[src/hdl/rfpc_pkg.sv]
// Shared types, constants and functions for the response framer.
`timescale 1ns / 1ps

package rfpc_pkg;

    localparam int ByteW  = 8;
    localparam int CountW = 16;
    localparam int PopW   = 4;
    localparam int CfgIdxW = 8;
    localparam int PhaseW = 3;

    // register indexes
    localparam logic [CfgIdxW-1:0] RegHeader = 8'd0;
    localparam logic [CfgIdxW-1:0] RegTail   = 8'd1;

    localparam logic [ByteW-1:0] HeaderReset = 8'd170;
    localparam logic [ByteW-1:0] TailReset   = 8'd99;

    // word positions within the run caused by one input word
    localparam logic [PhaseW-1:0] PhHdrA  = 3'd0;
    localparam logic [PhaseW-1:0] PhHdrB  = 3'd1;
    localparam logic [PhaseW-1:0] PhBody  = 3'd2;
    localparam logic [PhaseW-1:0] PhCntHi = 3'd3;
    localparam logic [PhaseW-1:0] PhCntLo = 3'd4;
    localparam logic [PhaseW-1:0] PhTail  = 3'd5;

    // pending body word plus what is needed to expand it
    typedef struct packed {
        logic                valid;
        logic [ByteW-1:0]    body_byte;
        logic                last;
        logic [CountW-1:0]   count;
        logic [PhaseW-1:0]   phase;
    } slot_t;

    // emit side feedback to the slot
    typedef struct packed {
        logic step;
        logic done;
    } emit_ctl_t;

    function automatic logic [PopW-1:0] pop8(input logic [ByteW-1:0] v);
        logic [PopW-1:0] n;
        n = '0;
        for (int k = 0; k < ByteW; k++)
        begin
            n = n + {{(PopW-1){1'b0}}, v[k]};
        end
        return n;
    endfunction

endpackage

[src/hdl/rfpc_body_if.sv]
// Body input channel interface.
`timescale 1ns / 1ps

interface rfpc_body_if;
    logic                       valid;
    logic                       ready;
    logic [rfpc_pkg::ByteW-1:0] body_byte;
    logic                       body_last;

    modport source (output valid, output body_byte, output body_last, input ready);
    modport sink (input valid, input body_byte, input body_last, output ready);
endinterface

[src/hdl/rfpc_tx_if.sv]
// Transmit output channel interface.
`timescale 1ns / 1ps

interface rfpc_tx_if;
    logic                       valid;
    logic                       ready;
    logic [rfpc_pkg::ByteW-1:0] tx_byte;
    logic                       run_last;
    logic                       frame_end;

    modport source (output valid, output tx_byte, output run_last, output frame_end,
                    input ready);
    modport sink (input valid, input tx_byte, input run_last, input frame_end,
                  output ready);
endinterface

[src/hdl/rfpc_cfg_if.sv]
// Configuration write channel interface.
`timescale 1ns / 1ps

interface rfpc_cfg_if;
    logic                         valid;
    logic                         ready;
    logic [rfpc_pkg::CfgIdxW-1:0] index;
    logic [rfpc_pkg::ByteW-1:0]   data;

    modport source (output valid, output index, output data, input ready);
    modport sink (input valid, input index, input data, output ready);
endinterface

[src/hdl/rfpc_intake.sv]
// Input register: frame state, ones count and the pending body word.
`timescale 1ns / 1ps

module rfpc_intake (
    input  logic                       clk,
    input  logic                       rst_n,
    rfpc_body_if.sink                  body,
    input  logic [rfpc_pkg::ByteW-1:0] header_value,
    input  rfpc_pkg::emit_ctl_t        ctl,
    output rfpc_pkg::slot_t            slot
);

    rfpc_pkg::slot_t                    slot_reg;
    rfpc_pkg::slot_t                    slot_next;
    logic                               in_frame_reg;
    logic                               in_frame_next;
    logic [rfpc_pkg::CountW-1:0]        count_reg;
    logic [rfpc_pkg::CountW-1:0]        count_next;
    logic [rfpc_pkg::CountW-1:0]        count_base;
    logic [rfpc_pkg::PopW-1:0]          hdr_pop;
    logic                               accept;

    assign body.ready = !slot_reg.valid || ctl.done;
    assign accept     = body.valid && body.ready;
    assign hdr_pop    = rfpc_pkg::pop8(header_value);

    // opening word reloads with both header bytes' ones
    assign count_base = in_frame_reg ? count_reg
                      : {{(rfpc_pkg::CountW-rfpc_pkg::PopW-1){1'b0}}, hdr_pop, 1'b0};

    always_comb
    begin
        count_next    = count_reg;
        in_frame_next = in_frame_reg;
        slot_next     = slot_reg;
        if (accept)
        begin
            count_next          = count_base + {{(rfpc_pkg::CountW-rfpc_pkg::PopW){1'b0}},
                                                rfpc_pkg::pop8(body.body_byte)};
            in_frame_next       = !body.body_last;
            slot_next.valid     = 1'b1;
            slot_next.body_byte = body.body_byte;
            slot_next.last      = body.body_last;
            slot_next.count     = count_next;
            slot_next.phase     = in_frame_reg ? rfpc_pkg::PhBody : rfpc_pkg::PhHdrA;
        end
        else if (ctl.done)
        begin
            slot_next.valid = 1'b0;
        end
        else if (ctl.step)
        begin
            slot_next.phase = slot_reg.phase + 3'd1;
        end
    end

    always_ff @(posedge clk or negedge rst_n)
    begin
        if (!rst_n)
        begin
            slot_reg       <= '0;
            in_frame_reg   <= 1'b0;
            count_reg      <= '0;
        end
        else
        begin
            slot_reg       <= slot_next;
            in_frame_reg   <= in_frame_next;
            count_reg      <= count_next;
        end
    end

    assign slot = slot_reg;

endmodule

[src/hdl/rfpc_emit.sv]
// Word selection and output register for the transmit channel.
`timescale 1ns / 1ps

module rfpc_emit (
    input  logic                       clk,
    input  logic                       rst_n,
    input  rfpc_pkg::slot_t            slot,
    input  logic [rfpc_pkg::ByteW-1:0] header_value,
    input  logic [rfpc_pkg::ByteW-1:0] tail_value,
    output rfpc_pkg::emit_ctl_t        ctl,
    rfpc_tx_if.source                  tx
);

    logic                       valid_reg;
    logic                       valid_next;
    logic [rfpc_pkg::ByteW-1:0] byte_reg;
    logic [rfpc_pkg::ByteW-1:0] byte_next;
    logic                       run_last_reg;
    logic                       run_last_next;
    logic                       frame_end_reg;
    logic                       frame_end_next;
    logic [rfpc_pkg::PhaseW-1:0] end_phase;
    logic                       load;

    assign end_phase = slot.last ? rfpc_pkg::PhTail : rfpc_pkg::PhBody;
    assign load      = slot.valid && (!valid_reg || tx.ready);
    assign ctl.step  = load;
    assign ctl.done  = load && (slot.phase == end_phase);

    always_comb
    begin
        case (slot.phase)
            rfpc_pkg::PhHdrA:  byte_next = header_value;
            rfpc_pkg::PhHdrB:  byte_next = header_value;
            rfpc_pkg::PhBody:  byte_next = slot.body_byte;
            rfpc_pkg::PhCntHi: byte_next = slot.count[15:8];
            rfpc_pkg::PhCntLo: byte_next = slot.count[7:0];
            rfpc_pkg::PhTail:  byte_next = tail_value;
            default:           byte_next = slot.body_byte;
        endcase
        run_last_next  = slot.phase == end_phase;
        frame_end_next = slot.phase == rfpc_pkg::PhTail;
        valid_next     = load || (valid_reg && !tx.ready);
    end

    always_ff @(posedge clk or negedge rst_n)
    begin
        if (!rst_n)
        begin
            valid_reg <= 1'b0;
        end
        else
        begin
            valid_reg <= valid_next;
        end
    end

    always_ff @(posedge clk)
    begin
        if (load)
        begin
            byte_reg      <= byte_next;
            run_last_reg  <= run_last_next;
            frame_end_reg <= frame_end_next;
        end
    end

    assign tx.valid     = valid_reg;
    assign tx.tx_byte   = byte_reg;
    assign tx.run_last  = run_last_reg;
    assign tx.frame_end = frame_end_reg;

endmodule

[src/hdl/response_framer_popcount_checksum.sv]
// Path: a body word passes the pending-word register, then the tx output register, after
// the two header bytes if it opens a frame. Throughput: one body word per cycle while tx
// is ready; a frame's first word holds input for the header bytes, its last for count and
// tail. The single pending-word register feeding the tx output register sets the rate.
// Reset clears frame state, ones count and valid flags; header/tail go to 170 and 99.
`timescale 1ns / 1ps

module response_framer_popcount_checksum (
    input  logic       clk,
    input  logic       rst_n,
    rfpc_body_if.sink  body,
    rfpc_tx_if.source  tx,
    rfpc_cfg_if.sink   cfg
);

    logic [rfpc_pkg::ByteW-1:0] header_value_reg;
    logic [rfpc_pkg::ByteW-1:0] tail_value_reg;
    rfpc_pkg::slot_t            slot;
    rfpc_pkg::emit_ctl_t        ctl;

    assign cfg.ready = 1'b1;

    always_ff @(posedge clk or negedge rst_n)
    begin
        if (!rst_n)
        begin
            header_value_reg <= rfpc_pkg::HeaderReset;
            tail_value_reg   <= rfpc_pkg::TailReset;
        end
        else if (cfg.valid)
        begin
            if (cfg.index == rfpc_pkg::RegHeader)
            begin
                header_value_reg <= cfg.data;
            end
            if (cfg.index == rfpc_pkg::RegTail)
            begin
                tail_value_reg <= cfg.data;
            end
        end
    end

    rfpc_intake u_intake (
        .clk          (clk),
        .rst_n        (rst_n),
        .body         (body),
        .header_value (header_value_reg),
        .ctl          (ctl),
        .slot         (slot)
    );

    rfpc_emit u_emit (
        .clk          (clk),
        .rst_n        (rst_n),
        .slot         (slot),
        .header_value (header_value_reg),
        .tail_value   (tail_value_reg),
        .ctl          (ctl),
        .tx           (tx)
    );

    a_phase_range: assert property (@(posedge clk) disable iff (!rst_n)
        slot.valid |-> (slot.phase <= rfpc_pkg::PhTail))
        else $error("slot phase out of range");

    a_end_is_last: assert property (@(posedge clk) disable iff (!rst_n)
        tx.valid && tx.frame_end |-> tx.run_last)
        else $error("frame end word not last of its run");

    a_nonlast_body: assert property (@(posedge clk) disable iff (!rst_n)
        slot.valid && !slot.last |-> (slot.phase <= rfpc_pkg::PhBody))
        else $error("trailer phase on a non-final body word");

    a_done_frees: assert property (@(posedge clk) disable iff (!rst_n)
        ctl.done && !body.valid |=> !slot.valid)
        else $error("slot still held after its final word");

endmodule

[src/flat_wrapper.sv]
// flat-port wrapper written by rule: the top's interface ports become plain ports
module response_framer_popcount_checksum_flat 
  (clk, rst_n, body_valid, body_body_byte, body_body_last, body_ready, tx_valid, tx_tx_byte, tx_run_last, tx_frame_end, tx_ready, cfg_valid, cfg_index, cfg_data, cfg_ready);
  rfpc_body_if body_i ();
  rfpc_tx_if tx_i ();
  rfpc_cfg_if cfg_i ();
  input  logic clk;
  input  logic rst_n;
  input wire logic [$bits(body_i.valid)-1:0] body_valid;
  input wire logic [$bits(body_i.body_byte)-1:0] body_body_byte;
  input wire logic [$bits(body_i.body_last)-1:0] body_body_last;
  output wire logic [$bits(body_i.ready)-1:0] body_ready;
  output wire logic [$bits(tx_i.valid)-1:0] tx_valid;
  output wire logic [$bits(tx_i.tx_byte)-1:0] tx_tx_byte;
  output wire logic [$bits(tx_i.run_last)-1:0] tx_run_last;
  output wire logic [$bits(tx_i.frame_end)-1:0] tx_frame_end;
  input wire logic [$bits(tx_i.ready)-1:0] tx_ready;
  input wire logic [$bits(cfg_i.valid)-1:0] cfg_valid;
  input wire logic [$bits(cfg_i.index)-1:0] cfg_index;
  input wire logic [$bits(cfg_i.data)-1:0] cfg_data;
  output wire logic [$bits(cfg_i.ready)-1:0] cfg_ready;
  assign body_i.valid = body_valid;
  assign body_i.body_byte = body_body_byte;
  assign body_i.body_last = body_body_last;
  assign body_ready = body_i.ready;
  assign tx_valid = tx_i.valid;
  assign tx_tx_byte = tx_i.tx_byte;
  assign tx_run_last = tx_i.run_last;
  assign tx_frame_end = tx_i.frame_end;
  assign tx_i.ready = tx_ready;
  assign cfg_i.valid = cfg_valid;
  assign cfg_i.index = cfg_index;
  assign cfg_i.data = cfg_data;
  assign cfg_ready = cfg_i.ready;
  response_framer_popcount_checksum u_core (.clk(clk), .rst_n(rst_n), .body(body_i), .tx(tx_i), .cfg(cfg_i));
endmodule
[config.mk]
export PLATFORM = sky130hd
export DESIGN_NAME = response_framer_popcount_checksum_flat
export DESIGN_NICKNAME = d
export VERILOG_FILES = /design/src/hdl/rfpc_pkg.sv /design/src/hdl/rfpc_body_if.sv /design/src/hdl/rfpc_tx_if.sv /design/src/hdl/rfpc_cfg_if.sv /design/src/hdl/rfpc_intake.sv /design/src/hdl/rfpc_emit.sv /design/src/hdl/response_framer_popcount_checksum.sv /design/src/flat_wrapper.sv
export SDC_FILE = /design/constraint.sdc
export NUM_CORES = 1
export LEC_CHECK = 0
export ABC_AREA = 1
export BUFFER_PORTS_ARGS = -buffer_cell sky130_fd_sc_hd__buf_2
export CAP_MARGIN = 5
export CORE_MARGIN = 10
export CORE_UTILIZATION = 40
export CTS_CLUSTER_DIAMETER = 40
export DETAILED_ROUTE_END_ITERATION = 12
export MAX_ROUTING_LAYER = met4
export PLACE_DENSITY = 0.61
export SYNTH_ARGS = -nofsm -noshare
export SYNTH_HDL_FRONTEND = slang
export SYNTH_SLANG_ARGS = --single-unit
[constraint.sdc]
create_clock -name clk -period 11.6 [get_ports clk]
set_clock_uncertainty 0.1 [all_clocks]
set_input_delay 0.58 -clock clk [delete_from_list [all_inputs] [get_ports clk]]
set_output_delay 0.58 -clock clk [all_outputs]
set_load 0.02 [all_outputs]
==> impl_metrics.csv <==
group,metric,value,unit
outcome,status,"finished clean",
synth,synth.most_common_cell,"nand2_1",
power,p_per_area,209,nW/um^2
detailed_routing,drcViolationCount,0,
power,internal_power,0.000486,W
finish,drive_gt1_frac,0.154,
power,switching_share,0.403,
worst_setup_path,startpoint_type,"register",
worst_setup_path,rrSetupSlack,6930,ps
worst_setup_path,crit_arrival,4810,ps
timing,fin_crit_sh,0.403,
clocking,postCtsSetupBuffers,0,
power,seqPwrFrac,0.379,
finish,layout.nets,526,
timing,fin_crit,4670,ps
synth,yosys_warnings,0,
timing,fmax,214,MHz
timing,rsz0062_at_grt,"false",
die,ios,43,
synth,synth.avg_cell_area,7.91,um^2
finish,syn_to_final_growth,13.8,%
synth,yosysUniqueCellTypes,38,
worst_setup_path,cp_slowest_cell,"dfstp_2",
global_routing,grt-ovfl-total,0,
synth,synth_largest_area_cell,"dfrtp_1",
synth,seq_area_frac_synth,0.435,
worst_setup_path,crit_chain,"inv_1 > fa_1 > fa_1 > fa_1 > inv_1 > ha_1 > fa_1 > nand2_1 > o21ai_0 > ha_1 > ha_1 > nand2_1 > o21ai_0 > nand3_1 > xor2_1 > nand2_1 > nand2_1",
die,die_h,112,um
hold_path,min_path_type,"in2async",
die,coreArea,8260,um^2
clocking,root_buffer,"clkbuf_8",
synth,synth-seq-cells,57,
timing,worst_pin_slew,650,ps
clocking,post_cts_resize_count,0,
die,die_area,12600,um^2
synth,synth_area_leaders,"dfrtp_1, nand2_1, edfxtp_1",
timing,finalSetupViolCount,0,
power,p_clk_frac,0.249,
power,combPwrFrac,0.372,
timing,hold_violations,0,
place,io_buffer_count,41,
synth,ys_async_sr_fraction,0.825,
worst_setup_path,rr_startpoint,"u_core.header_value_reg[1]",
finish,antenna_cells,0,
clocking,cts_tree,"yes",
timing,holdWs,227,ps
worst_setup_path,r2r_cells,17,
timing,finalMaxSlewViolations,0,
worst_setup_path,rr_endpoint,"u_core.u_intake.count_reg[12]",
worst_setup_path,crit_path_end_kind,"register",
clocking,clk_pin_slew,70,ps
finish,post-route-util,0.471,
clocking,cts_sinks,57,
synth,synth_nets,484,
synth,synth_ff_type,"dfrtp_1",
die,row_count,33,
timing,max-slew-margin-rel,0.566,
worst_setup_path,worstSetupPathType,"reg2reg",
power,ir_worst_vdd,0.116,mV
synth,syn_area,3420,um^2
place,place.gp.congestion,0.900,
worst_setup_path,cp_max_fo,5,
die,start_util,0.414,
global_routing,grt_first_pass_wirelength,14100,um
global_routing,grt_start_max_net_pins,48,
timing,final.setup.tns,0,ps
global_routing,track_usage,0.140,
detailed_routing,dr.pass1.iters,4,
worst_setup_path,cp.required,11740,ps
power,p_switching,0.000329,W
synth,syn-instance-count,432,
finish,largest_reg_flops,16,
global_routing,antenna_found_initial,0,
detailed_routing,finalWirelength,8210,um
die,die_width,112,um
place,dp_hpwl,6340,um
synth,synth_edf_count,10,
detailed_routing,drt-vias-per-instance,4.88,
clocking,ctsHoldBuffers,0,
detailed_routing,drt-initial-drc-count,133,
detailed_routing,vias,2851,
synth,synth_common_cells,"nand2_1, inv_1, dfrtp_1",
power,p_leak,1.92,nW
worst_setup_path,crit_path_max_incr_delay,540,ps
clocking,htree_levels,3,
detailed_routing,antenna_left,0,
run,drv_cap,0,
clocking,clock_latency,340,ps
synth,synth_top_area_frac,0.286,
global_routing,grt_pass1_vias,2901,
clocking,cts_buffer_depth,2,
detailed_routing,wl_per_cell,14.1,um
clocking,numCtsBuffers,9,
-- through the flow --
step | setup WS (ps) | total power (W) | instances | instance area (um^2)
after detailed placement | 6950 | 0.000617 | 568 | 3680
after floorplan | 7280 | 0.000528 | 432 | 3420
after global placement | 7080 | 0.000611 | 568 | 3680
after global routing | 6640 | 0.000881 | 584 | 3890
after CTS | 6950 | 0.000821 | 584 | 3890
final | 6930 | 0.000815 | 584 | 3890
-- worst max-delay path by stage --
| stage | slack, ps | depth (start not counted) | startpoint | end |
|---|---|---|---|---|
| finish | 6930 | 17 | u_core.header_value_reg[1] | u_core.u_intake.count_reg[12] |
| global route | 6640 | 17 | u_core.header_value_reg[1] | u_core.u_intake.count_reg[12] |
| CTS | 6950 | 17 | u_core.header_value_reg[1] | u_core.u_intake.count_reg[12] |
| detailed placement | 6950 | 17 | u_core.header_value_reg[1] | u_core.u_intake.count_reg[12] |
| global placement | 7080 | 17 | u_core.header_value_reg[1] | u_core.u_intake.count_reg[12] |
| floorplan | 7280 | 20 | u_core.header_value_reg[1] | u_core.u_intake.count_reg[11] |
-- placed cells by master (no fill, tap or decap), types with 3 or more instances in the layout --
cell      count
buf_2        41
dfstp_2       8
fa_1          9
nor2_1       23
nor3_1        3
xor2_1        4
nand3_1      18
clkbuf_8      9
nand4_1      11
o21ai_1       9
xnor2_1       3
ha_1         13
o21ai_0      29
dfrtp_1      39
nand2_1     155
inv_1        65
edfxtp_1     10
-- power by group through the flow --
stage / registers (W) / logic [W] / clock network [W]
2_1_floorplan: 0.000317 / 0.000212 / 0
3_3_place_gp: 0.000310 / 0.000301 / 0
3_5_place_dp: 0.000312 / 0.000305 / 0
4_1_cts: 0.000309 / 0.000306 / 0.000207
5_1_grt: 0.000316 / 0.000348 / 0.000217
6_report: 0.000309 / 0.000303 / 0.000203
-- area by class of cell --
| type | count | area (um^2) |
|---|---|---|
| clock buffer | 10 | 128 |
| clock inverter | 6 | 82.6 |
| fill | 873 | 4370 |
| inverter | 67 | 254 |
| multi-input combinational | 297 | 1600 |
| sequential | 57 | 1490 |
| tap | 105 | 131 |
| timing repair buffer | 42 | 213 |
-- critical path: cells and delay by family, from the launching register on --
kind                     cells  cell delay (ps)
AO/OA/AOI/OAI                2              510
XOR/XNOR                     1              180
adder cells (fa/ha/maj)      7             2730
buffers and inverters        2              100
flip-flops                   1              540
AND/OR/NAND/NOR              5              420
-- routing by layer --
layer  vias to the layer above  part of all wire  global-route usage
li1                       1437                 -                   -
met4                         0             0.017              0.0491
met2                        66              0.46               0.211
met3                        11             0.054              0.0351
met1                      1337              0.47               0.178
met5                         -                 0                   -
-- cell families (layout without fill, tap and decap cells) --
group,after synthesis,count (layout),share of synthesized area
AOI/OAI and AO/OA,47,47,0.0762
xor gates and xnor gates,7,7,0.0179
adders and majority gates,22,22,0.100
buffers and inverters,78,125,0.0981
DFF,57,57,0.435
other,1,1,0.00110
and+or+nand+nor,220,220,0.271
(Power assumes the default switching activity.)
